`config.mk`:
```
export PLATFORM = sky130hd
export DESIGN_NAME = alert_repeat_scheduler
export DESIGN_NICKNAME = d
export VERILOG_FILES = /design/src/ars_pkg.sv /design/src/alert_repeat_scheduler.sv
export SDC_FILE = /design/constraint.sdc
export NUM_CORES = 1
export LEC_CHECK = 0
export BUFFER_PORTS_ARGS = -buffer_cell sky130_fd_sc_hd__buf_2
export CAP_MARGIN = 20
export CORE_UTILIZATION = 54
export CTS_BUF_LIST = sky130_fd_sc_hd__clkbuf_16
export DETAILED_ROUTE_END_ITERATION = 8
export PLACE_DENSITY = 0.76
export SYNTH_ARGS = -nofsm -noshare
export SYNTH_HDL_FRONTEND = slang
export SYNTH_SLANG_ARGS = --single-unit
```
`constraint.sdc`:
```
create_clock -name clock -period 3.1 [get_ports clock]
set_input_delay 0.31 -clock clock [delete_from_list [all_inputs] [get_ports clock]]
set_output_delay 0.31 -clock clock [all_outputs]
set_load 0.1 [all_outputs]
```
`src/ars_pkg.sv`:
```
package ars_pkg;

   // Input item carried on the req_ channel
   typedef struct packed {
      logic       sense_active;
      logic [9:0] battery_sample;
   } req_type;

   // Result item carried on the rsp_ channel
   typedef struct packed {
      logic        send_now;
      logic [11:0] alert_message;
      logic        battery_used;
      logic        mail_flag_out;
      logic        low_battery_out;
   } rsp_type;

   // Register indexes on the csr_ channel
   localparam logic [2:0] REG_LOW_BATTERY_THRESHOLD  = 3'd0;
   localparam logic [2:0] REG_BATTERY_CHECK_INTERVAL = 3'd1;
   localparam logic [2:0] REG_REPEAT_PERIOD_FIRST    = 3'd2;
   localparam logic [2:0] REG_REPEAT_PERIOD_SECOND   = 3'd3;
   localparam logic [2:0] REG_REPEAT_PERIOD_THIRD    = 3'd4;
   localparam logic [2:0] REG_REPEAT_PERIOD_FOURTH   = 3'd5;

   localparam logic [11:0] MSG_BASE     = 12'hF20;
   localparam logic [2:0]  REPEAT_COUNT = 3'd4;

   localparam logic [9:0]  THRESHOLD_RESET = 10'd635;
   localparam logic [15:0] INTERVAL_RESET  = 16'd14400;
   localparam logic [13:0] PERIOD_FIRST_RESET  = 14'd8;
   localparam logic [13:0] PERIOD_SECOND_RESET = 14'd22;
   localparam logic [13:0] PERIOD_THIRD_RESET  = 14'd58;
   localparam logic [13:0] PERIOD_FOURTH_RESET = 14'd157;

   // Even-parity code of the two flags, indexed by {mail, 0, low_battery}: the index bits followed by their parity
   function automatic logic [3:0] flag_code(input logic [2:0] sel);
      logic [3:0] code;
      case (sel)
         3'd0:    code = 4'd0;
         3'd1:    code = 4'd3;
         3'd2:    code = 4'd5;
         3'd3:    code = 4'd6;
         3'd4:    code = 4'd9;
         3'd5:    code = 4'd10;
         3'd6:    code = 4'd12;
         default: code = 4'd15;
      endcase
      return code;
   endfunction

endpackage

```
`src/alert_repeat_scheduler.sv`:
```
// Alert repeat scheduler.
// req_ channel: one transfer per wake tick, carrying the contact sensor state and a
// battery ADC sample. rsp_ channel: exactly one result per tick, in order, with the
// send strobe, the 12-bit alert message (zero when nothing is sent), whether the
// battery sample was evaluated, and both flags after the tick.
// csr_ channel: register writes, always ready; indexes beyond the list are ignored.
// Write registers only while no tick is in flight.
// A tick is registered at the input register, evaluated by the single evaluation stage and
// lands in the result register, from which its result is offered. Throughput: one tick
// per cycle while rsp_ready is high; the single evaluation stage between the input and
// result registers sets that figure.
// When rsp_ready is low the result register holds, the input register fills behind
// it and req_ready drops; no item is lost or repeated.
// Reset (synchronous, active high) loads the register defaults, clears both flags,
// the repeat index and both countdowns, and empties the pipeline; the first tick
// after reset therefore performs a battery check.
module alert_repeat_scheduler (
   input  logic             clock,
   input  logic             reset,
   input  logic             req_valid,
   output logic             req_ready,
   input  ars_pkg::req_type req_data,
   output logic             rsp_valid,
   input  logic             rsp_ready,
   output ars_pkg::rsp_type rsp_data,
   input  logic             csr_valid,
   output logic             csr_ready,
   input  logic [2:0]       csr_index,
   input  logic [15:0]      csr_data
);
   import ars_pkg::*;

   // configuration
   logic [9:0]  threshold_ff;
   logic [15:0] interval_ff;
   logic [13:0] period_ff [4];

   // scheduler state
   logic        mail_ff, mail_in;
   logic        low_ff, low_in;
   logic [2:0]  idx_ff, idx_in;
   logic [15:0] tx_cnt_ff, tx_cnt_in;
   logic [15:0] bat_cnt_ff, bat_cnt_in;

   // pipeline
   logic    req_valid_ff;
   req_type req_data_ff;
   logic    rsp_valid_ff;
   rsp_type rsp_data_ff, rsp_data_in;
   logic    advance;

   // evaluation intermediates
   logic        mail_set, check, low_sample, restart_bat;
   logic        mail1, low1;
   logic [2:0]  idx1;
   logic [15:0] tx1;

   assign csr_ready = 1'b1;
   assign advance   = req_valid_ff && (!rsp_valid_ff || rsp_ready);
   assign req_ready = !req_valid_ff || advance;
   assign rsp_valid = rsp_valid_ff;
   assign rsp_data  = rsp_data_ff;

   always_ff @(posedge clock) begin
      if (reset) begin
         threshold_ff <= THRESHOLD_RESET;
         interval_ff  <= INTERVAL_RESET;
         period_ff[0] <= PERIOD_FIRST_RESET;
         period_ff[1] <= PERIOD_SECOND_RESET;
         period_ff[2] <= PERIOD_THIRD_RESET;
         period_ff[3] <= PERIOD_FOURTH_RESET;
      end else if (csr_valid) begin
         unique case (csr_index)
            REG_LOW_BATTERY_THRESHOLD:  threshold_ff <= csr_data[9:0];
            REG_BATTERY_CHECK_INTERVAL: interval_ff  <= csr_data;
            REG_REPEAT_PERIOD_FIRST:    period_ff[0] <= csr_data[13:0];
            REG_REPEAT_PERIOD_SECOND:   period_ff[1] <= csr_data[13:0];
            REG_REPEAT_PERIOD_THIRD:    period_ff[2] <= csr_data[13:0];
            REG_REPEAT_PERIOD_FOURTH:   period_ff[3] <= csr_data[13:0];
            default: ;
         endcase
      end
   end

   always_comb begin
      mail_set    = req_data_ff.sense_active && !mail_ff;
      mail1       = mail_ff || req_data_ff.sense_active;
      check       = (bat_cnt_ff == 16'd0);
      low_sample  = (req_data_ff.battery_sample < threshold_ff);
      restart_bat = check && low_sample;
      low1        = check ? low_sample : low_ff;
      tx1         = (mail_set || restart_bat) ? 16'd0 : tx_cnt_ff;
      idx1        = (mail_set || restart_bat) ? 3'd0 : idx_ff;
      bat_cnt_in  = check ? interval_ff : bat_cnt_ff - 16'd1;

      mail_in     = mail1;
      low_in      = low1;
      idx_in      = idx1;
      tx_cnt_in   = tx1 - 16'd1;
      rsp_data_in = '0;
      if (tx1 == 16'd0) begin
         if (idx1 < REPEAT_COUNT) begin
            rsp_data_in.send_now      = 1'b1;
            rsp_data_in.alert_message = MSG_BASE | {8'd0, flag_code({mail1, 1'b0, low1})};
            // 4 ticks per second
            tx_cnt_in = {period_ff[idx1[1:0]], 2'b00};
            idx_in    = idx1 + 3'd1;
         end else begin
            mail_in   = 1'b0;
            tx_cnt_in = tx1;
         end
      end
      rsp_data_in.battery_used    = check;
      rsp_data_in.mail_flag_out   = mail_in;
      rsp_data_in.low_battery_out = low_in;
   end

   always_ff @(posedge clock) begin
      if (reset) begin
         req_valid_ff <= 1'b0;
         rsp_valid_ff <= 1'b0;
         mail_ff      <= 1'b0;
         low_ff       <= 1'b0;
         idx_ff       <= 3'd0;
         tx_cnt_ff    <= 16'd0;
         bat_cnt_ff   <= 16'd0;
      end else begin
         if (req_ready) begin
            req_valid_ff <= req_valid;
         end
         if (advance) begin
            rsp_valid_ff <= 1'b1;
            mail_ff      <= mail_in;
            low_ff       <= low_in;
            idx_ff       <= idx_in;
            tx_cnt_ff    <= tx_cnt_in;
            bat_cnt_ff   <= bat_cnt_in;
         end else if (rsp_ready) begin
            rsp_valid_ff <= 1'b0;
         end
      end
   end

   always_ff @(posedge clock) begin
      if (req_valid && req_ready) begin
         req_data_ff <= req_data;
      end
      if (advance) begin
         rsp_data_ff <= rsp_data_in;
      end
   end

   a_idx_range: assert property (@(posedge clock) disable iff (reset)
      idx_ff <= REPEAT_COUNT)
      else $error("repeat index beyond repeat count");

   a_msg_send: assert property (@(posedge clock) disable iff (reset)
      rsp_valid_ff |-> (rsp_data_ff.send_now == (rsp_data_ff.alert_message != 12'd0)))
      else $error("alert message does not match send strobe");

   a_advance_result: assert property (@(posedge clock) disable iff (reset)
      advance |=> rsp_valid_ff)
      else $error("evaluated tick produced no result");

   a_bat_reload: assert property (@(posedge clock) disable iff (reset)
      (advance && check) |=> (bat_cnt_ff == $past(interval_ff)))
      else $error("battery countdown not reloaded after check");

   a_mail_follows: assert property (@(posedge clock) disable iff (reset)
      advance |=> (rsp_data_ff.mail_flag_out == mail_ff && rsp_data_ff.low_battery_out == low_ff))
      else $error("reported flags differ from state");

endmodule

```
## Yosys cells after proc, flatten, opt, wreduce, memory -nomap -nowiden

Memory sizes are Yosys's and may differ from the RTL's.
Index checks and enable logic that the tools add are counted.

- Add/subtract/negate cells: 3
- Magnitude comparators: 2
- Eq/ne operators: 8
- Multiplexer cells: 36
- Bitwise gates (word level): 4
- Reductions and logical operators: 19

Operator list:

| operator | number |
|---|---|
| 2-to-1 mux 16 bit | 4 |
| 2-to-1 mux 14 bit | 4 |
| zero test 16 bit | 2 |
| subtractor 16 x 1 -> 16 bit, second input constant | 2 |
| 2-to-1 mux 1 bit | 23 |
| one-hot mux 4 bit (4 select lines) | 1 |
| 2-to-1 mux 13 bit | 1 |
| less-than comparator 10 bit | 1 |
| 2-to-1 mux 3 bit | 3 |
| equality test 3 x 2 -> 1 bit, second input constant | 2 |
| equality test 3 bit, second input constant | 2 |
| AND reduction 2 bit | 3 |
| equality test 2 bit, second input constant | 2 |
| logical AND 1 bit | 4 |
| logical OR 1 bit | 4 |
| OR 1 bit | 4 |
| adder 3 x 1 -> 3 bit, second input constant | 1 |
| equality test 3 x 1 -> 1 bit, second input constant | 1 |
| zero test 1 bit | 3 |
| zero test 3 bit | 1 |
| less-than comparator 3 bit, second input constant | 1 |
| equality test 2 x 1 -> 1 bit, second input constant | 1 |
| zero test 2 bit | 1 |
| nonzero test 2 bit | 1 |

- Bits in registers: 92
- Bits in writable memories: 56
- Bits of input ports: 35
- Output and inout bits: 19
- Word-level logic and storage cells: 90
- Memories: 1

Memories:

| name | depth | width | read ports | clocked after Yosys merged registers in | wr ports | RTL line | RTL |
|---|---|---|---|---|---|---|---|
| period_ff | 4 | 14 | 1 | 0 | 4 | alert_repeat_scheduler.sv:36 | `logic [13:0] period_ff [4];` |

## Longest topological paths before layout

Gate-level depths: netlist (run 1).

- Depth in word-level cells: 7
- Gate-level depth with buffers: 14

## Least setup slack after synthesis (run 1)

Ideal clock, no wire load.

- Path kind: register to register
- Start: register req_data_ff[8] (netlist name)
- End: register tx_cnt_ff[5]
- Setup time: 118 ps
- Data arrival time: 3016 ps
- Required time: 2982 ps
- Setup slack: -34 ps
- Stages on the path, launching flop included: 14
- Cell sequence: edfxtp_1 -> ha_1 -> nand4_1 -> nor3_1 -> a2111oi_4 -> a21oi_2 -> clkbuf_1 -> nand2_1 -> ha_1 -> nand2_1 -> nor2_1 -> nor3_1 -> a21oi_1 -> o2111a_1

- Cells in the longest elaborated chain, start to end: 7
- Elaborated cells between the ends (all ways): 11
- Those cells by class: 1 x add/sub; 2 x order compare; 4 x mux; 3 x reduce/logical; 1 x memory

Ends and longest elaborated chain:

| element | RTL line | RTL |
|---|---|---|
| start, declared | alert_repeat_scheduler.sv:47 | `req_type req_data_ff;` |
| start signal, assigned | alert_repeat_scheduler.sv:146 | `req_data_ff <= req_data;` |
| less-than comparator 10 bit * | alert_repeat_scheduler.sv:89 | `low_sample = (req_data_ff.battery_sample < threshold_ff);` |
| logical AND 1 bit * | alert_repeat_scheduler.sv:90 | `restart_bat = check && low_sample;` |
| logical OR 1 bit * | alert_repeat_scheduler.sv:92, alert_repeat_scheduler.sv:93 |  |
| parallel branches: the longest is 3 deep, another holds subtractor 16 x 1 -> 16 bit | n/a |  |
| 2-to-1 mux 16 bit * | alert_repeat_scheduler.sv:101 | `if (tx1 == 16'd0) begin` |
| end signal, assigned | alert_repeat_scheduler.sv:136 | `tx_cnt_ff <= tx_cnt_in;` |
| end, declared | alert_repeat_scheduler.sv:42 | `logic [15:0] tx_cnt_ff, tx_cnt_in;` |

Every way passes the cells marked *.
A chain may end at the register's enable or synchronous reset.

## Worst setup path in the final report (run 1)

- Start: register req_data_ff[8] (netlist name)
- End: register tx_cnt_ff[7]

Same word-level chain as after synthesis.

==> summary.txt, run 1 <==
Setup path
  • Worst setup SP type: flop
  • Worst EP required: 3.42 ns
  • Crit path largest cell delay: 0.52 ns
  • Max Fanout on Critical Path: 7
  • Critical path data arrival time: 3.29 ns
  • CP bufs+invs: 0
  • CP endpoint kind: flop
  • Reg2reg end: tx_cnt_ff[7]
  • Slowest CP cell: a21boi_0
  • Reg2Reg Depth: 12
  • Most common cell type on the critical path: nand2_1
  • CP Class: reg2reg
  • Crit path cell chain: ha_1 > a21oi_1 > a21boi_0 > a2111oi_4 > a21oi_2 > nand2_1 > ha_2 > nand2_1 > nor2_1 > or3_1 > o21a_1 > o211a_1
  • Delay-heaviest family, CP: compound AO/OA/AOI/OAI gates
  • Reg-to-Reg Start: req_data_ff[8]
  • Setup slack, reg-to-reg: 0.13 ns

Final layout
  • Share of layout cells above drive strength 1: 19.5%
  • Final nets: 800
  • Post-route insts no fill: 934
  • Fill count: 937
  • ANT cells: 0
  • Post-layout util: 65.4%
  • Final Cell Area: 7960 sq um
  • Synthesis-to-layout area growth: 16.7%

Clocking
  • Total CTS buffers: 17
  • Post-cts sizing count: 1
  • Max Buffers Root-to-Sink: 2
  • Clock Latency Late Sink: 0.43 ns
  • Hold buffers post-CTS: 0
  • CTS root buffer: clkbuf_16
  • Total clock sinks: 139
  • Clock Pin Slew Worst Setup and Hold Paths: 0.06 ns
  • Postcts setup bufs: 0
  • CTS tree: done
  • Max H-tree Level: 4

Timing
  • Final Hold Viols: 0
  • Final Cycle Share: 95.8%
  • Worst-Margin Slew: 0.917 ns
  • Peak Freq: 337 MHz
  • Pins Over Slew Limit: 0
  • Setup ws final: 0.131 ns
  • Setup tns final: 0 ns
  • Hold WS: 0.0513 ns
  • Slew Limit Headroom: 38.6%
  • Endpoints failing setup: 0
  • Clock skew: 0.00808 ns
  • Post-layout min period: 2.97 ns

Detailed routing
  • Avg WL per Cell: 18.0 microns
  • DRT iter0 DRCs: 373
  • Routed WL: 16.8 mm
  • ANT nets after route: 0
  • Via/cell ratio: 5.86
  • Drt pass-1 iters: 5
  • Vias: 5,474
  • Drt drc: 0

Logic synthesis
  • Post-synthesis sequential area ratio: 51.7%
  • Synth warn: 0
  • Yosys reg bits: 139
  • Synth Area in Simple Gates: 21.1%
  • Post-synth ARST share: 0%
  • Area share of fa/ha/maj cells after synthesis: 2.20%
  • Post-synthesis compound-gate area fraction: 17.3%
  • Mux share of post-synthesis cell area: 2.48%
  • Synth Cell Area: 6820 sq um
  • Largest cells by area after synthesis: edfxtp_1, dfxtp_1, a21oi_1
  • Average size of a mapped cell: 9.84 sq um
  • Cell count after synthesis: 693
  • Distinct cells, synth: 69
  • EDFF count, synth: 74
  • Primary FF master, synth: edfxtp_1
  • Synth cell count leaders: edfxtp_1, nand2_1, dfxtp_1, a21oi_1, nor2_1
  • XOR/XNOR Fraction of Synth Area: 0.257%
  • Largest family of logic cells by synthesized area: simple AND/OR/NAND/NOR gates
  • Top-area cell type share of the netlist area: 32.6%
  • Post-synth top area cell: edfxtp_1

Place
  • Final HPWL DP: 11.4 mm
  • GPL Wtd Cong: 0.928
  • Area of placed instances: 7330 sq um
  • IO buf count: 48
  • Post-Place Worst Slack: -0.0183 ns
  • Dpl cells: 902

Floorplan
  • Top Ports: 54
  • Die area: 13,100 sq um
  • Initial Util: 56.1%
  • Die H: 114 microns
  • Core area: 12,200 sq um
  • Die width: 114 microns
  • Site row count: 40

Hold path
  • Hold EP: req_data_ff[6]
  • Hold Path Class: in2reg
  • HP Start: req_data[6]
  • WHS Path Cells: 1

Pwr
  • Overall power: 6.35 mW
  • Pwr/cell area: 798 nW/um^2
  • Peak VDD IR: 0.000415 V
  • Leak: 3.02 nW

Run status
  • Status: finished, final reports clean

GRT
  • Met1 usage: 37.8%
  • Global-route wire length before repair: 27.0 mm
  • Initial antenna violation count: 0
  • Met2 GRT Util: 41.9%
  • GRT busiest layer: met2
  • Overall routing resource usage: 27.5%
  • Vias in the first global route: 5,201
  • Global route overflow: 0
  • Largest net degree at the start of global routing: 36
  • M3 GR Usage: 7.36%

Job
  • Max-cap violations: 0
-- flip-flops by register name (all words and copies together) (netlist names) --
name and cells:
period_ff 56, bat_cnt_ff 16, interval_ff 16, tx_cnt_ff 16, req_data_ff 11, threshold_ff 10, rsp_data 7, idx_ff 3
low_ff 1, mail_ff 1, req_valid_ff 1, rsp_valid 1
-- kinds of logic (layout without fill, tap and decap cells) --
family          after synthesis  in the layout
xor+xnor                      2              2
compound gates              175            175
other cells                   2              5
fa+ha+maj                    12             12
buf+inv                      70            140
simple gates                277            277
flops                       139            139
mux                          16             16
-- final cells by class --
class,count,area (sq um),share of cell area (%)
clock buffers,17,425,5.35
clock inverters,15,174,2.19
inverters,23,86.3,1.08
multi-input cells,487,3020,37.9
flip-flops and latches,139,3520,44.3
well taps,168,210,2.64
repair buffers,85,522,6.56
-- worst max path at each step --
stage,start,endpoint,slack [ns],depth (start not counted)
final,req_data_ff[8],tx_cnt_ff[7],0.13,12
after CTS,bat_cnt_ff[0],tx_cnt_ff[6],0.04,15
after floorplan,req_data_ff[8],tx_cnt_ff[7],0.04,13
after global placement,req_data_ff[8],tx_cnt_ff[7],0.04,12
after global routing,req_data_ff[8],tx_cnt_ff[3],-0.009,12
after detailed placement,req_data_ff[8],tx_cnt_ff[7],-0.02,12
-- placed cells by master, fill, tap and decap left out, types with 22 or more instances in the layout --
cell      count
buf_4        36
nand2_1      74
nor2_1       48
a21oi_1      60
inv_1        23
nor3_1       22
o21ai_0      23
dfxtp_1      65
buf_2        48
edfxtp_1     74
and2_1       45
-- layer usage --
metal  part of all wire (%)  up-vias
li1                       -     2613
met1                     44     2575
met2                     45      262
met3                    9.1       24
met4                    1.8        0
met5                      0        -
-- power breakdown --
group	switching (mW)	internal (mW)
Combinational	1.33	0.706
Sequential	0.129	2.14
Clock	0.791	1.26
Power figures use the tool's default switching activity.
==> inputs of run 2 (changes only) <==
CORE_ASPECT_RATIO = 1.2   (was default)
==> run 2 against run 1 <==
Compared with the run above:
- final cell count down 1.4%
- global-route usage shrank 0.67 points
- hold slack gained 0.012 ns
- largest cell class unchanged
- largest power group unchanged
==> summary.txt, run 2 (synthesized netlist as in run 1, its figures left out) <==
GRT
  • Initial antenna violation count: 0 (unchanged)
  • Largest net degree at the start of global routing: 53 (was 36)
  • Overall routing resource usage: 26.8% (was 27.5%)
  • Global route overflow: 0 (unchanged)
  • Global-route wire length before repair: 27.2 mm (was 27.0 mm)
  • Vias in the first global route: 5,243 (was 5,201)

Detailed routing
  • DRT iter0 DRCs: 424 (was 373)
  • Vias: 5,431 (was 5,474)
  • Routed WL: 16.9 mm (was 16.8 mm)
  • Via/cell ratio: 5.90 (was 5.86)
  • ANT nets after route: 0 (unchanged)
  • Drt drc: 0 (unchanged)
  • Drt pass-1 iters: 5 (unchanged)
  • Avg WL per Cell: 18.3 microns (was 18.0 microns)

Setup path
  • CP endpoint kind: flop (unchanged)
  • CP bufs+invs: 0 (unchanged)
  • Max Fanout on Critical Path: 8 (was 7)
  • Worst EP required: 3.41 ns (was 3.42 ns)
  • Delay-heaviest family, CP: simple AND/OR/NAND/NOR gates (was compound AO/OA/AOI/OAI gates)
  • CP Class: reg2reg (unchanged)
  • Slowest CP cell: edfxtp_1 (was a21boi_0)
  • Worst setup SP type: flop (unchanged)
  • Crit path cell chain: ha_1 > nand4_1 > nor3_4 > a2111oi_4 > a21oi_2 > nand2_1 > ha_4 > nand2_2 > nor2_4 > or3_1 > o21a_1 > o211a_1 (was ha_1 > a21oi_1 > a21boi_0 > a2111oi_4 > a21oi_2 > nand2_1 > ha_2 > nand2_1 > nor2_1 > or3_1 > o21a_1 > o211a_1)
  • Critical path data arrival time: 3.21 ns (was 3.29 ns)
  • Crit path largest cell delay: 0.38 ns (was 0.52 ns)

Final layout
  • Most frequent cells in the layout: edfxtp_1, nand2_1, dfxtp_1 (was nand2_1, edfxtp_1, dfxtp_1)
  • Final Cell Area: 7930 sq um (was 7960 sq um)
  • Largest register FFs: 56 (unchanged)
  • ANT cells: 0 (unchanged)
  • Largest Register: period_ff (unchanged)
  • Synthesis-to-layout area growth: 16.3% (was 16.7%)
  • Share of layout cells above drive strength 1: 18.9% (was 19.5%)
  • Most common cell after layout, fill and taps aside: edfxtp_1
  • Final nets: 794 (was 800)

Timing
  • Final Cycle Share: 93.5% (was 95.8%)
  • Worst-Margin Slew: 0.997 ns (was 0.917 ns)
  • Hold WS: 0.0630 ns (was 0.0513 ns)
  • Peak Freq: 345 MHz (was 337 MHz)
  • Endpoints failing setup: 0 (unchanged)
  • Pins Over Slew Limit: 0 (unchanged)
  • Clock skew: 0.00820 ns (was 0.00808 ns)
  • Post-layout min period: 2.90 ns (was 2.97 ns)
  • RSZ-0062 raised after global routing: no
  • Slew Limit Headroom: 33.3% (was 38.6%)
  • Final Hold Viols: 0 (unchanged)

Clocking
  • Max H-tree Level: 4 (unchanged)
  • Total clock sinks: 139 (unchanged)
  • CTS root buffer: clkbuf_16 (unchanged)
  • Max Buffers Root-to-Sink: 2 (unchanged)
  • Clock Latency Late Sink: 0.42 ns (was 0.43 ns)
  • Total CTS buffers: 17 (unchanged)
  • Clock Pin Slew Worst Setup and Hold Paths: 0.06 ns (about the same)
  • CTS tree: done (unchanged)

Pwr
  • Pwr/cell area: 792 nW/um^2 (was 798 nW/um^2)
  • Peak VDD IR: 0.000364 V (was 0.000415 V)
  • Leak: 3.01 nW (was 3.02 nW)

Job
  • Max-cap violations: 0 (unchanged)

Place
  • IO buf count: 48 (unchanged)
  • Final HPWL DP: 11.4 mm (about the same)
  • Area of placed instances: 7290 sq um (was 7330 sq um)
  • GPL Wtd Cong: 0.865 (was 0.928)

Floorplan
  • Initial Util: 55.8% (was 56.1%)
  • Site row count: 44 (was 40)
  • Core area: 12,200 sq um (about the same)
  • Die width: 105 microns (was 114 microns)
  • Top Ports: 54 (unchanged)
  • Die area: 13,100 sq um (about the same)
  • Die H: 125 microns (was 114 microns)

Hold path
  • Hold Path Class: in2reg (unchanged)

Run status
  • Status: finished, final reports clean (unchanged)
==> run 2: final timing paths <==
path | slack, ns | cells past startpoint | endpoint | startpoint
worst max-delay path | 0.20 | 12 | tx_cnt_ff[7] | req_data_ff[7]
worst max register to register | 0.20 | 12 | tx_cnt_ff[7] | req_data_ff[7]
worst min register to register | 0.47 | 2 | interval_ff[2] | interval_ff[2]
worst min-delay path | 0.06 | 1 | req_data_ff[6] | req_data[6]
==> run 2: power by group <==
group	switching (mW)	internal [mW]	leakage, nW	total [mW]
clock network	0.791	1.23	0.299	2.02
logic	1.30	0.683	1.46	1.98
registers	0.144	2.14	1.25	2.28
==> run 2: worst register-to-register path: cells and delay by family, from the launching register on <==
family | cells | cell delay, ns
flip-flops | 1 | 0.38
adder cells (fa/ha/maj) | 2 | 0.53
AND/OR/NAND/NOR | 6 | 1.13
AO/OA/AOI/OAI | 4 | 0.75
==> run 2: what timing repair did <==
item,CTS,global route
setup endpoints to repair,7,13
buffers inserted,0,0
pin swaps,0,1
gates resized for setup,3,7
hold buffers,0,0
==> run 2: area by class of cell <==
cell class / count / area [sq um]
fillers: 990 / 4290
repair buffers: 79 / 485
flip-flops and latches: 139 / 3520
inverters: 23 / 86.3
clock buffers: 18 / 450
well taps: 161 / 201
multi-input cells: 487 / 3040
clock inverters: 14 / 141
==> run 2: per-stage QoR <==
| stage | util (%) | power [mW] | setup slack [ns] | std cells | TNS, ns |
|---|---|---|---|---|---|
| after floorplan | - | 3.77 | 0.0430 | 696 | 0 |
| after CTS | 64.6 | 6.25 | 0.0518 | 921 | 0 |
| after global routing | 64.9 | 6.58 | 0.00637 | 921 | 0 |
| after detailed placement | 59.6 | 4.22 | -0.00934 | 889 | -0.00934 |
| final | 64.9 | 6.28 | 0.202 | 921 | 0 |
| after global placement | 59.6 | 4.18 | 0.0533 | 889 | 0 |
==> run 2: per-layer routing <==
layer | GRT usage, % | share of wire (%) | up-vias
met5 | 0 | 0 | -
met4 | 8.70 | 1.5 | 0
met3 | 4.33 | 5.5 | 32
met2 | 45.9 | 50 | 180
met1 | 34.8 | 43 | 2608
li1 | - | - | 2611
==> inputs of run 3 (changes only) <==
MAX_ROUTING_LAYER = met4   (was default)
==> run 3 against run 2 <==
Compared with the run above:
- final cell count increased by 0.22%
- global-route usage is 0.56 points higher
- largest power group unchanged
- critical path depth unchanged
- critical endpoint is now tx_cnt_ff[15]
- register-to-register slack hardly changed
- maximum frequency shrank 0.10%
- critical path type unchanged
- highest routed layer unchanged
==> summary.txt, run 3 (synthesized netlist as in run 1, its figures left out) <==
Run status
  • Status: finished, final reports clean (unchanged)

GRT
  • Global-route wire length before repair: 26.7 mm (was 27.2 mm)
  • Largest net degree at the start of global routing: 39 (was 53)
  • Overall routing resource usage: 27.4% (was 26.8%)
  • Initial antenna violation count: 0 (unchanged)
  • Global route overflow: 0 (unchanged)
  • Vias in the first global route: 5,226 (was 5,243)

Timing
  • Peak Freq: 345 MHz (about the same)
  • Worst-Margin Slew: 0.975 ns (was 0.997 ns)
  • Final Cycle Share: 93.6% (was 93.5%)
  • Pins Over Slew Limit: 0 (unchanged)
  • Slew Limit Headroom: 34.7% (was 33.3%)
  • RSZ-0062 raised after global routing: no (unchanged)
  • Setup tns final: 0 ns (unchanged)
  • Clock skew: 0.00619 ns (was 0.00820 ns)
  • Endpoints failing setup: 0 (unchanged)
  • Final Hold Viols: 0 (unchanged)
  • Post-layout min period: 2.90 ns (about the same)

Final layout
  • Largest Register: period_ff (unchanged)
  • Synthesis-to-layout area growth: 16.0% (was 16.3%)
  • Final nets: 796 (was 794)
  • Share of layout cells above drive strength 1: 18.9% (about the same)
  • ANT cells: 0 (unchanged)
  • Most frequent cells in the layout: nand2_1, edfxtp_1, dfxtp_1 (was edfxtp_1, nand2_1, dfxtp_1)
  • Largest register FFs: 56 (unchanged)

Place
  • GPL Wtd Cong: 0.869 (was 0.865)
  • IO buf count: 48 (unchanged)
  • Final HPWL DP: 11.5 mm (was 11.4 mm)

Floorplan
  • Initial Util: 55.8% (unchanged)
  • Core area: 12,200 sq um (unchanged)
  • Die area: 13,100 sq um (unchanged)
  • Die width: 105 microns (unchanged)
  • Die H: 125 microns (unchanged)
  • Top Ports: 54 (unchanged)
  • Site row count: 44 (unchanged)

Detailed routing
  • Via/cell ratio: 5.95 (was 5.90)
  • Drt pass-1 iters: 5 (unchanged)
  • Routed WL: 16.8 mm (was 16.9 mm)
  • Drt drc: 0 (unchanged)
  • Avg WL per Cell: 18.2 microns (was 18.3 microns)
  • DRT iter0 DRCs: 388 (was 424)
  • ANT nets after route: 0 (unchanged)
  • Vias: 5,488 (was 5,431)

Clocking
  • Hold buffers post-CTS: 0 (unchanged)
  • Total clock sinks: 139 (unchanged)
  • Max Buffers Root-to-Sink: 2 (unchanged)
  • Total CTS buffers: 17 (unchanged)
  • CTS tree: done (unchanged)
  • Clock Latency Late Sink: 0.42 ns (about the same)
  • Clock Pin Slew Worst Setup and Hold Paths: 0.06 ns (about the same)
  • Max H-tree Level: 4 (unchanged)
  • CTS root buffer: clkbuf_16 (unchanged)

Pwr
  • Leak: 2.99 nW (was 3.01 nW)
  • Overall power: 6.23 mW (was 6.28 mW)
  • Peak VDD IR: 0.000437 V (was 0.000364 V)
  • Pwr/cell area: 787 nW/um^2 (was 792 nW/um^2)

Setup path
  • CP endpoint kind: flop (unchanged)
  • Worst setup SP type: flop (unchanged)
  • Critical path data arrival time: 3.20 ns (was 3.21 ns)
  • CP Class: reg2reg (unchanged)
  • Max Fanout on Critical Path: 9 (was 8)
  • Worst EP required: 3.40 ns (was 3.41 ns)

Job
  • Max-cap violations: 0 (unchanged)

Hold path
  • Hold Path Class: in2reg (unchanged)
[run 3: path summary, 6_finish.rpt]
kind / slack [ns] / from / cells past startpoint / end
worst max-delay path: 0.20 / req_data_ff[8] / 12 / tx_cnt_ff[15]
worst min-delay path: 0.06 / req_data[6] / 1 / req_data_ff[6]
worst max register to register: 0.20 / req_data_ff[8] / 12 / tx_cnt_ff[15]
worst min register to register: 0.46 / interval_ff[15] / 2 / interval_ff[15]
[run 3: critical path: stages (launching register included)]
cell	delay, ns
edfxtp_1	0.37
ha_1	0.32
a21oi_1	0.13
a21boi_0	0.12
buf_4	0.16
a2111oi_4	0.38
a21oi_2	0.13
nand2_1	0.14
ha_4	0.20
o2111ai_2	0.20
o21a_4	0.28
o221ai_1	0.27
a21oi_1	0.07
[run 3: layout make-up]
| cell class | instances | area [sq um] |
|---|---|---|
| Inverter | 23 | 86.3 |
| Timing Repair Buffer | 81 | 500 |
| Tap cell | 161 | 201 |
| Sequential cell | 139 | 3520 |
| Multi-Input combinational cell | 487 | 3030 |
| Clock inverter | 13 | 100 |
| Fill cell | 986 | 4310 |
| Clock buffer | 19 | 475 |
[run 3: layer usage]
metal | global-route usage (%) | routed length [microns] | vias to the layer above
met2 | 44.1 | 8050 | 215
met3 | 6.00 | 1230 | 32
li1 | - | - | 2613
met5 | - | 0 | -
met4 | 10.2 | 368 | 0
met1 | 33.8 | 7130 | 2628
[run 3: report_power, final]
part	internal [mW]	leakage, nW	switching [mW]
Combinational	0.687	1.46	1.29
Clock	1.19	0.287	0.778
Sequential	2.14	1.25	0.147
Total	4.01	2.99	2.22
[run 3: metrics by stage]
| step | worst slack [ns] | util (%) | hold WS, ns | instance area, sq um | cells |
|---|---|---|---|---|---|
| after CTS | 0.0278 | 64.5 | 0.0554 | 7880 | 923 |
| after floorplan | 0.0430 | - | 0.409 | 6840 | 696 |
| after global placement | 0.00778 | 59.8 | 0.445 | 7300 | 891 |
| final | 0.199 | 64.8 | 0.0579 | 7910 | 923 |
| after global routing | 0.00905 | 64.8 | 0.0467 | 7910 | 923 |
| after detailed placement | -0.0344 | 59.8 | 0.452 | 7300 | 891 |
[run 3: what timing repair did]
action,in CTS,in global routing
endpoints found under the setup margin,7,16
resized for setup,1,6
buffers inserted,0,0
hold endpoints to repair,0,0
pin swaps,0,1
